## config.mk

```make
export PLATFORM = sky130hd
export DESIGN_NAME = masked_slice_contact_ratio_unit
export DESIGN_NICKNAME = d
export VERILOG_FILES = /design/src/hdl/mscr_pkg.sv /design/src/hdl/mscr_datapath.sv /design/src/hdl/mscr_ctrl.sv /design/src/hdl/masked_slice_contact_ratio_unit.sv
export SDC_FILE = /design/constraint.sdc
export NUM_CORES = 1
export LEC_CHECK = 0
export BUFFER_PORTS_ARGS = -buffer_cell sky130_fd_sc_hd__buf_4
export CAP_MARGIN = 20
export CORE_AREA = 2 2 112 222
export CTS_BUF_LIST = sky130_fd_sc_hd__clkbuf_8
export DETAILED_ROUTE_END_ITERATION = 12
export DIE_AREA = 0 0 114 224
export HOLD_SLACK_MARGIN = 0.05
export PLACE_DENSITY = 0.59
export RECOVER_POWER = 50
export SLEW_MARGIN = 0
export SYNTH_ARGS = -nofsm -noshare
export SYNTH_HDL_FRONTEND = slang
export SYNTH_SLANG_ARGS = --single-unit
```

## constraint.sdc

```tcl
create_clock -name i_clk -period 4.5 [get_ports i_clk]
set_input_delay 0.675 -clock i_clk [delete_from_list [all_inputs] [get_ports i_clk]]
set_output_delay 0.675 -clock i_clk [all_outputs]
set_load 0.02 [all_outputs]
```

## src/hdl/mscr_pkg.sv

```systemverilog
package mscr_pkg;

    localparam int COUNTER_BITS = 24;
    localparam int FRAC_BITS    = 16;
    localparam int RATIO_BITS   = FRAC_BITS + 1;
    localparam int ITER_BITS    = $clog2(FRAC_BITS + 1);
    localparam int THRESH_BITS  = 16;
    localparam int FIELD_BITS   = 16;

    localparam logic [RATIO_BITS-1:0] RATIO_ONE = RATIO_BITS'(1) << FRAC_BITS;
    localparam logic [COUNTER_BITS-1:0] CNT_MAX = '1;

    typedef struct packed {
        logic                  voxel_bit;
        logic                  mask_bit;
        logic [FIELD_BITS-1:0] field_value;
        logic                  slice_end;
    } t_in_item;

    typedef struct packed {
        logic [RATIO_BITS-1:0] contact_ratio;
        logic                  empty_slice;
    } t_out_item;

    typedef enum logic [1:0] {
        ST_ACCUM,
        ST_DIVIDE,
        ST_OUTPUT
    } t_state;

    // Commands from the controller to the datapath.
    typedef struct packed {
        logic count;     // a voxel transfer happens this cycle
        logic load;      // that voxel closes the slice: snapshot and clear
        logic step;      // advance the divider by one quotient bit
        logic capture;   // move the finished result into the output register
    } t_dp_cmd;

    typedef struct packed {
        logic div_done;
    } t_dp_status;

endpackage

```

## src/hdl/mscr_datapath.sv

```systemverilog
module mscr_datapath
    import mscr_pkg::*;
(
    input  logic                   i_clk,
    input  logic                   i_rst_n,
    input  t_dp_cmd                i_cmd,
    input  t_in_item               i_item,
    input  logic [THRESH_BITS-1:0] i_threshold,
    output t_dp_status             o_status,
    output t_out_item              o_result
);

    logic [COUNTER_BITS-1:0] r_near, n_near;
    logic [COUNTER_BITS-1:0] r_mat, n_mat;
    logic [COUNTER_BITS-1:0] r_div;
    logic [COUNTER_BITS-1:0] r_rem, n_rem;
    logic [FRAC_BITS-1:0]    r_quot;
    logic [ITER_BITS-1:0]    r_iter;
    logic                    r_empty;
    logic                    r_equal;
    t_out_item               r_result, n_result;

    logic                    is_near;
    logic [COUNTER_BITS:0]   shifted;
    logic                    fits;

    assign is_near = i_item.mask_bit && (i_item.field_value != '0)
                     && (i_item.field_value < i_threshold);

    always_comb begin
        n_near = r_near;
        n_mat  = r_mat;
        if (is_near) begin
            if (r_near != CNT_MAX) n_near = r_near + 1'b1;
            if (i_item.voxel_bit && (r_mat != CNT_MAX)) n_mat = r_mat + 1'b1;
        end
    end

    // Restoring division of material * 2^16 by near. The partial remainder
    // stays at or below the divisor, so one extra bit covers the shift.
    assign shifted = {r_rem, 1'b0};
    assign fits    = shifted >= {1'b0, r_div};
    assign n_rem   = fits ? COUNTER_BITS'(shifted - {1'b0, r_div})
                          : shifted[COUNTER_BITS-1:0];

    always_ff @(posedge i_clk) begin
        if (!i_rst_n) begin
            r_near <= '0;
            r_mat  <= '0;
            r_iter <= '0;
        end else begin
            if (i_cmd.count) begin
                if (i_cmd.load) begin
                    r_near <= '0;
                    r_mat  <= '0;
                    r_iter <= ITER_BITS'(FRAC_BITS);
                end else begin
                    r_near <= n_near;
                    r_mat  <= n_mat;
                end
            end else if (i_cmd.step && (r_iter != '0)) begin
                r_iter <= r_iter - 1'b1;
            end
        end
    end

    always_ff @(posedge i_clk) begin
        if (i_cmd.count && i_cmd.load) begin
            r_div   <= n_near;
            r_rem   <= n_mat;
            r_quot  <= '0;
            r_empty <= (n_near == '0);
            r_equal <= (n_mat == n_near);
        end else if (i_cmd.step && (r_iter != '0)) begin
            r_rem  <= n_rem;
            r_quot <= {r_quot[FRAC_BITS-2:0], fits};
        end
    end

    assign o_status.div_done = (r_iter == '0);

    always_comb begin
        n_result.empty_slice = r_empty;
        if (r_empty || r_equal) begin
            n_result.contact_ratio = '0;
        end else begin
            n_result.contact_ratio = RATIO_ONE - {1'b0, r_quot};
        end
    end

    // The output register frees the divider, so the next slice can accumulate
    // while a result waits.
    always_ff @(posedge i_clk) begin
        if (i_cmd.capture) begin
            r_result <= n_result;
        end
    end

    assign o_result = r_result;

endmodule

```

## src/hdl/mscr_ctrl.sv

```systemverilog
module mscr_ctrl
    import mscr_pkg::*;
(
    input  logic       i_clk,
    input  logic       i_rst_n,
    input  logic       i_in_valid,
    input  logic       i_slice_end,
    input  logic       i_out_stall,
    input  t_dp_status i_status,
    output logic       o_in_stall,
    output logic       o_out_valid,
    output t_dp_cmd    o_cmd
);

    t_state r_state, n_state;
    logic   r_out_full, n_out_full;
    logic   out_free;

    // The output register can take a new result when empty or being drained.
    assign out_free    = !r_out_full || !i_out_stall;
    assign o_out_valid = r_out_full;

    always_comb begin
        n_state = r_state;
        unique case (r_state)
            ST_ACCUM: begin
                if (i_in_valid && i_slice_end) n_state = ST_DIVIDE;
            end
            ST_DIVIDE: begin
                if (i_status.div_done) n_state = ST_OUTPUT;
            end
            ST_OUTPUT: begin
                if (out_free) n_state = ST_ACCUM;
            end
            default: n_state = ST_ACCUM;
        endcase
    end

    always_comb begin
        o_in_stall  = 1'b1;
        o_cmd       = '0;
        unique case (r_state)
            ST_ACCUM: begin
                o_in_stall = 1'b0;
                o_cmd.count = i_in_valid;
                o_cmd.load  = i_in_valid && i_slice_end;
            end
            ST_DIVIDE: begin
                o_cmd.step = 1'b1;
            end
            ST_OUTPUT: begin
                o_cmd.capture = out_free;
            end
            default: o_in_stall = 1'b1;
        endcase
    end

    assign n_out_full = o_cmd.capture || (r_out_full && i_out_stall);

    always_ff @(posedge i_clk) begin
        if (!i_rst_n) begin
            r_state    <= ST_ACCUM;
            r_out_full <= 1'b0;
        end else begin
            r_state    <= n_state;
            r_out_full <= n_out_full;
        end
    end

endmodule

```

## src/hdl/masked_slice_contact_ratio_unit.sv

```systemverilog
// Channel   Direction  Handshake                Payload
// input     in         i_in_valid / o_in_stall   i_in_data  (t_in_item)
// output    out        o_out_valid / i_out_stall o_out_data (t_out_item)
// config    in         i_cfg_valid / o_cfg_ready i_cfg_data (near_threshold)
//
// Voxels are taken one per cycle while a slice accumulates.
// A voxel with slice_end starts a 16-step bit-serial divider; the input stalls from that transfer
// through the division, the done check and the move into the output register.
// The result then waits in the output register while the next slice accumulates; a hand-over
// waits while that register is full and the output is stalled.
// Synchronous active-low reset clears the counters and the threshold to zero.
module masked_slice_contact_ratio_unit
    import mscr_pkg::*;
(
    input  logic                   i_clk,
    input  logic                   i_rst_n,
    input  logic                   i_in_valid,
    output logic                   o_in_stall,
    input  t_in_item               i_in_data,
    output logic                   o_out_valid,
    input  logic                   i_out_stall,
    output t_out_item              o_out_data,
    input  logic                   i_cfg_valid,
    output logic                   o_cfg_ready,
    input  logic [THRESH_BITS-1:0] i_cfg_data
);

    logic [THRESH_BITS-1:0] r_threshold;
    t_dp_cmd                cmd;
    t_dp_status             status;

    assign o_cfg_ready = 1'b1;

    always_ff @(posedge i_clk) begin
        if (!i_rst_n) begin
            r_threshold <= '0;
        end else if (i_cfg_valid && o_cfg_ready) begin
            r_threshold <= i_cfg_data;
        end
    end

    mscr_ctrl u_ctrl (
        .i_clk       (i_clk),
        .i_rst_n     (i_rst_n),
        .i_in_valid  (i_in_valid),
        .i_slice_end (i_in_data.slice_end),
        .i_out_stall (i_out_stall),
        .i_status    (status),
        .o_in_stall  (o_in_stall),
        .o_out_valid (o_out_valid),
        .o_cmd       (cmd)
    );

    mscr_datapath u_datapath (
        .i_clk       (i_clk),
        .i_rst_n     (i_rst_n),
        .i_cmd       (cmd),
        .i_item      (i_in_data),
        .i_threshold (r_threshold),
        .o_status    (status),
        .o_result    (o_out_data)
    );

`ifndef NO_ASSERTIONS
    a_out_hold: assert property (@(posedge i_clk) disable iff (!i_rst_n)
        (o_out_valid && i_out_stall) |=> (o_out_valid && $stable(o_out_data)))
        else $error("stalled result changed or dropped");

    a_slice_end_stalls: assert property (@(posedge i_clk) disable iff (!i_rst_n)
        (i_in_valid && !o_in_stall && i_in_data.slice_end) |=> o_in_stall)
        else $error("slice end did not start the divider");

    a_empty_zero: assert property (@(posedge i_clk) disable iff (!i_rst_n)
        (o_out_valid && o_out_data.empty_slice) |-> (o_out_data.contact_ratio == '0))
        else $error("empty slice with nonzero ratio");

    a_ratio_range: assert property (@(posedge i_clk) disable iff (!i_rst_n)
        o_out_valid |-> (o_out_data.contact_ratio <= RATIO_ONE))
        else $error("ratio above one");
`endif

endmodule
```

# Word-level counts from Yosys, hierarchy flattened
# Index checks and enable logic that the tools add are counted.
# word_totals
out_inout_bits,21
mem_count,0
register_bits,156
latchBits,0
rom_bits,0
ramBits,0
in_bits,40
wordCells,70
# classes
mul,0
add_sub_neg,5
n_eq_ne,9
n_div,0
mux,20
bitwise_logic,0
n_shift,0
reduce_logical,21
magnitude_cmp,2
# ops
operator,count
$mux 24,9
$add 24x1->24 const B,2
$ne 24x24->1 const B,2
$ge 25x24->1,1
$eq 24x24->1,1
$logic_not 24->1,1
$sub 24x24->24,1
$sub 17x16->17 const A,1
$lt 16x16->1,1
$reduce_bool 16->1,1
$mux 5,3
$mux 2,4
$logic_and 1x1->1,7
$pmux 2 s3,1
$logic_not 5->1,1
$reduce_bool 5->1,1
$sub 5x1->5 const B,1
$ne 2x1->1 const B,2
$ne 2x2->1 const B,2
$reduce_bool 2->1,2
$logic_or 1x1->1,3
$mux 1,3
$reduce_and 3->1,1
$eq 2x1->1 const B,1
other kinds (4),5

# Longest topological paths before layout
# depth
word_depth,5
depth_mapped,14
mapped_depth_nobuf,12

# Hierarchy
# From an unflattened synthesis, not the netlist that was laid out.
# unflattened
cells_unflattened,1161
area_unflattened_um2,10088.4
# by_module_without_submodules
module,instances,area_per_inst_um2,cells_each,seq_area_each_um2
mscr_datapath,1,9287.7,1087,3423.3
masked_slice_contact_ratio_unit,1,626.9,53,320.3
mscr_ctrl,1,173.9,21,60.1

# Worst setup path after synthesis
# No wires, ideal clock.
# synth_timing
path_type,input port to flip-flop
start,input i_in_data[8] (netlist bit)
end,register u_datapath.r_equal (data pin)
path_slack_ps,989
setup_ps,134
cell_stages,11
t_arrival_ps,3377
n_path_buf,0
required_time_ps,4366
path_cell_list,ha_1 a21oi_2 a31oi_1 a2111oi_2 o211ai_2 or4_2 xnor2_1 xnor2_1 nand4_1 nor4_1 and4_1
# synth_between
elab_chain_len,5
word_cells_on_any_way,7
cone_classes,1 x order compare; 1 x eq/ne; 2 x mux; 3 x reduce/logical
# synth_lines
item,line,source
"start, declared",masked_slice_contact_ratio_unit.sv:19,"input t_in_item i_in_data,"
"parallel branches: the longest is 2 deep, another holds $lt 16x16->1",n/a,
$logic_and 1x1->1 (*),mscr_datapath.sv:28,&& (i_item.field_value < i_threshold);
$mux 24 (*),mscr_datapath.sv:33,if (is_near) begin
via u_datapath.n_near[7],mscr_datapath.sv:13,"logic [COUNTER_BITS-1:0] r_near, n_near;"
$eq 24x24->1 (*),mscr_datapath.sv:73,r_equal <= (n_mat == n_near);
"end signal, assigned",mscr_datapath.sv:73,
"end, declared",mscr_datapath.sv:20,logic r_equal;
# Mark *: on every way through the listed nets, which the timed path passes.
# A chain may end at the register's enable or synchronous reset.

# Worst setup path in the final report
# layout_timing
start,register r_threshold[7]
end,register u_datapath.r_equal (data pin)
# layout_between
elab_chain_len,4
word_cells_on_any_way,5
cone_classes,1 x order compare; 1 x eq/ne; 2 x mux; 1 x reduce/logical
# layout_lines
item,line,source
"start, declared",masked_slice_contact_ratio_unit.sv:28,logic [THRESH_BITS-1:0] r_threshold;
"start signal, assigned",masked_slice_contact_ratio_unit.sv:38,r_threshold <= i_cfg_data;
$lt 16x16->1 (*),mscr_datapath.sv:28,
$logic_and 1x1->1 (*),mscr_datapath.sv:28,
$mux 24,mscr_datapath.sv:33,
$eq 24x24->1 (*),mscr_datapath.sv:73,
# Every way passes the cells marked *; elsewhere a longest branch is shown, timed or not.

==> impl_results.md <==
* Worst voltage drop across the vdd grid at 0.171 mV
* Detailed placer's ending HPWL at 19600 um
* Yosys top cell area share at 0.218
* Detailed Route Iter0 Violations at 381
* Final nets at 1145
* Drt via density at 5.49
* Antenna-violating nets left at 0
* CTS sink cnt at 156
* TritonCTS clock tree: done
* FF/Latch Area at 0.00380 mm2
* Layout area overhead at 12.1%
* H-Tree Depth at 4
* PD cells at 316 mW/mm2
* Worst Path Required at 4.86 ns
* Mean routed wirelength per cell at 18.8 um
* Vertical die dimension at 224 um
* Die width at 114 um
* Met2 track utilization from global routing at 0.404
* Least-Margin Pin Slew at 2.77 ns
* Most used DFF post-synth: dfxtp_1
* Io pins at 61
* Total number of vias at 7461
* Share of synthesized flip-flops with an asynchronous set or reset at 0
* Count of unresolved DRC violations after routing at 0
* Highest net fanout along the worst path at 10
* Initial standard-cell utilization of the core at 0.394
* Post-synthesis cell type count at 77
* Antenna fix cells at 0
* Number of optimization iterations in the first detailed-route pass at 5
* Pin count of the biggest net entering global routing at 72
* Mapped Nets at 1082
* Post-synthesis area per instance at 9.42 um2
* Register-to-register setup slack at 0.44 ns
* Fraction of final layout cells sized beyond drive strength 1 at 0.122
* GRT Max-Usage Layer: met2
* Number of rows in the core area at 80
* Final Hold Fails at 0
* Clk Tree Root Cell: clkbuf_8
* Path category of the worst min-delay check: input pin to flop
* Setup repair after global routing missed its margin: false
* Number of flops mapped to enable cells by yosys at 68
* Warnings, synthesis at 0
* Number of global-route vias before repair at 7470
* Cell Count Post-Placement at 1328
* Final-report max-slew violation count at 141
* Synthesized instance count at 997
* Final Instance Area at 0.0105 mm2
* Std-Cell Core Area at 0.0238 mm2
* Start-to-end type of the worst setup path: flop to flop
* Cell taking the most area after synthesis: edfxtp_1
* Buffer count from post-CTS setup fixing at 0
* Fin cells at 1360
* GPL Wtd Cong at 0.880
* Post-DP Area at 0.0102 mm2
* Footprint of the multi-input gates at 0.00520 mm2
* Clock transition time at the flip-flop clock pins of the worst setup and hold paths at 0.08 ns
* Area of the mapped netlist at 0.00939 mm2
* Initial antenna violation count at 0
* Worst slew margin at -0.847
* Die footprint at 0.0255 mm2
* Seq/Total Area, Yosys at 0.405
* Fraction of met3 tracks used by global routing at 0.0322
* Max-cap viol count at 3
* Buffers added on ports at 59
* Most used standard cell by instance count after synthesis: dfxtp_1
* Reported leakage power at 4.14 nW
* Outcome: complete, but fails checks
* Cell types with the highest counts after synthesis: 88 x dfxtp_1, 70 x nor2_1, 68 x edfxtp_1, 67 x nand2_1, 56 x nor2b_1
* Overall routed net length at 25600 um
* Arr. time, crit path at 4.42 ns
* Top achievable clock speed at 0.246 GHz
* #FFs+latches synth at 156
* Worst Slack Setup Final at 0.436 ns
* Kind of end point of the critical path: flop
* Violated checks: capacitance limit, slew limit
* Post-route fraction of the period consumed by the critical path at 0.903
* Final setup violation count at 0
* Startpoint type of the worst setup path: flop
* Clk buf depth at 2
* Worst-case clock skew at 0.0116 ns
* Cells taking the most area after synthesis: edfxtp_1 22%, dfxtp_1 19%, ha_1 5.9%, xnor2_1 4.6%, xor2_1 4.4%
* Met1 usage in global routing at 0.181
* Hold bufs inserted after CTS at 0
* Count of instances resized after the clock tree is built at 0
* Global Route Usage Sum at 0.203
* Filler cells at 2424
* Utilization after layout at 0.442
* Number of buffers added by the clock tree synthesis step at 17
* Clk Latency, worst-skew pair at 0.49 ns
* Sum of overflow across all layers after global routing at 0
* First-pass GRT wire length at 39200 um
* Setup slack after placement at 0.0577 ns
* Sum Neg Setup Slack at 0 ns
* Final critical delay including setup and external delays at 4.06 ns
[final timing paths]
kind	startpoint	end	cells past startpoint
setup reg to reg	r_threshold[7]$_SDFFE_PN0P_	u_datapath.r_equal$_DFFE_PP_	13
hold reg to reg	u_datapath.r_quot[0]$_SDFFE_PP0P_	u_datapath.r_quot[1]$_SDFFE_PP0P_	2
hold / removal	i_cfg_data[8]	r_threshold[8]$_SDFFE_PN0P_	3
setup / recovery	r_threshold[7]$_SDFFE_PN0P_	u_datapath.r_equal$_DFFE_PP_	13
[per-stage QoR]
step,power [mW],hold slack (ns)
after global routing,3.48,0.434
after global placement,2.28,0.468
after floorplan,2.10,0.417
after CTS,3.35,0.423
final,3.32,0.444
after detailed placement,2.28,0.484
[registers in the layout, summed over array words and instances, names as in the netlist]
register             flops
u_datapath.r_quot       16
u_datapath.o_result     18
u_datapath.r_rem        24
u_datapath.r_iter        5
r_threshold             16
u_ctrl.o_out_valid       1
u_datapath.r_mat        24
u_datapath.r_empty       1
u_ctrl.r_state           2
u_datapath.r_equal       1
u_datapath.r_near       24
u_datapath.r_div        24
[power breakdown]
group          internal (mW)  switching [mW]
Combinational          0.274           0.390
Clock                  0.508           0.570
Sequential              1.55          0.0297
[placed cells by master, fill, tap and decap left out, drive strengths merged, types with 7 or more instances in the layout]
cell	n
mux2i	34
inv	61
a22o	14
xnor2	52
nor2b	56
ha	44
buf	63
a22oi	30
dfxtp	88
and3	14
nor4	20
nor2	73
nand3	41
nand2	67
a21boi	10
nand4	19
o21ai	49
clkbuf	40
or3	7
and2	23
a21oi	33
nor3	32
xor2	49
edfxtp	68
or4	8
nand2b	7
[worst max-delay path, cell delays in order, from the launching register on]
cell and delay, ns:
dfxtp_1 0.33, inv_1 0.07, ha_1 0.34, a21oi_2 0.15, a31oi_1 0.12, a2111oi_2 0.40, o211ai_2 0.31, nor3_4 0.57
and3_1 0.25, xor2_1 0.33, xor2_1 0.12, nor4_1 0.55, buf_4 0.20, and4_1 0.17
[metal layers]
metal  wire length [um]  part of all wire
met5                  0                 0
met4               1450             0.057
met3                745             0.029
met2              14700              0.58
met1               8650              0.34
[layout make-up]
| type | instances | area share |
|---|---|---|
| Clock buffer | 18 | 0.0235 |
| Clock inverter | 14 | 0.0136 |
| Inverter | 56 | 0.0200 |
| Multi-Input combinational cell | 744 | 0.495 |
| Sequential cell | 156 | 0.361 |
| Tap cell | 287 | 0.0341 |
| Timing Repair Buffer | 85 | 0.0528 |
[kinds of logic (layout without fill, tap and decap cells)]
group	after synthesis	in the layout	synth area share
adder cells (fa/ha/maj)	45	45	0.0608
buffers and inverters	97	173	0.0412
AND/OR/NAND/NOR	383	383	0.224
multiplexers	36	36	0.0404
flip-flops	156	156	0.405
other	1	1	0.000399
AO/OA/AOI/OAI	177	177	0.128
XOR/XNOR	102	102	0.101
Note: power is estimated with default switching activity, not from simulation.
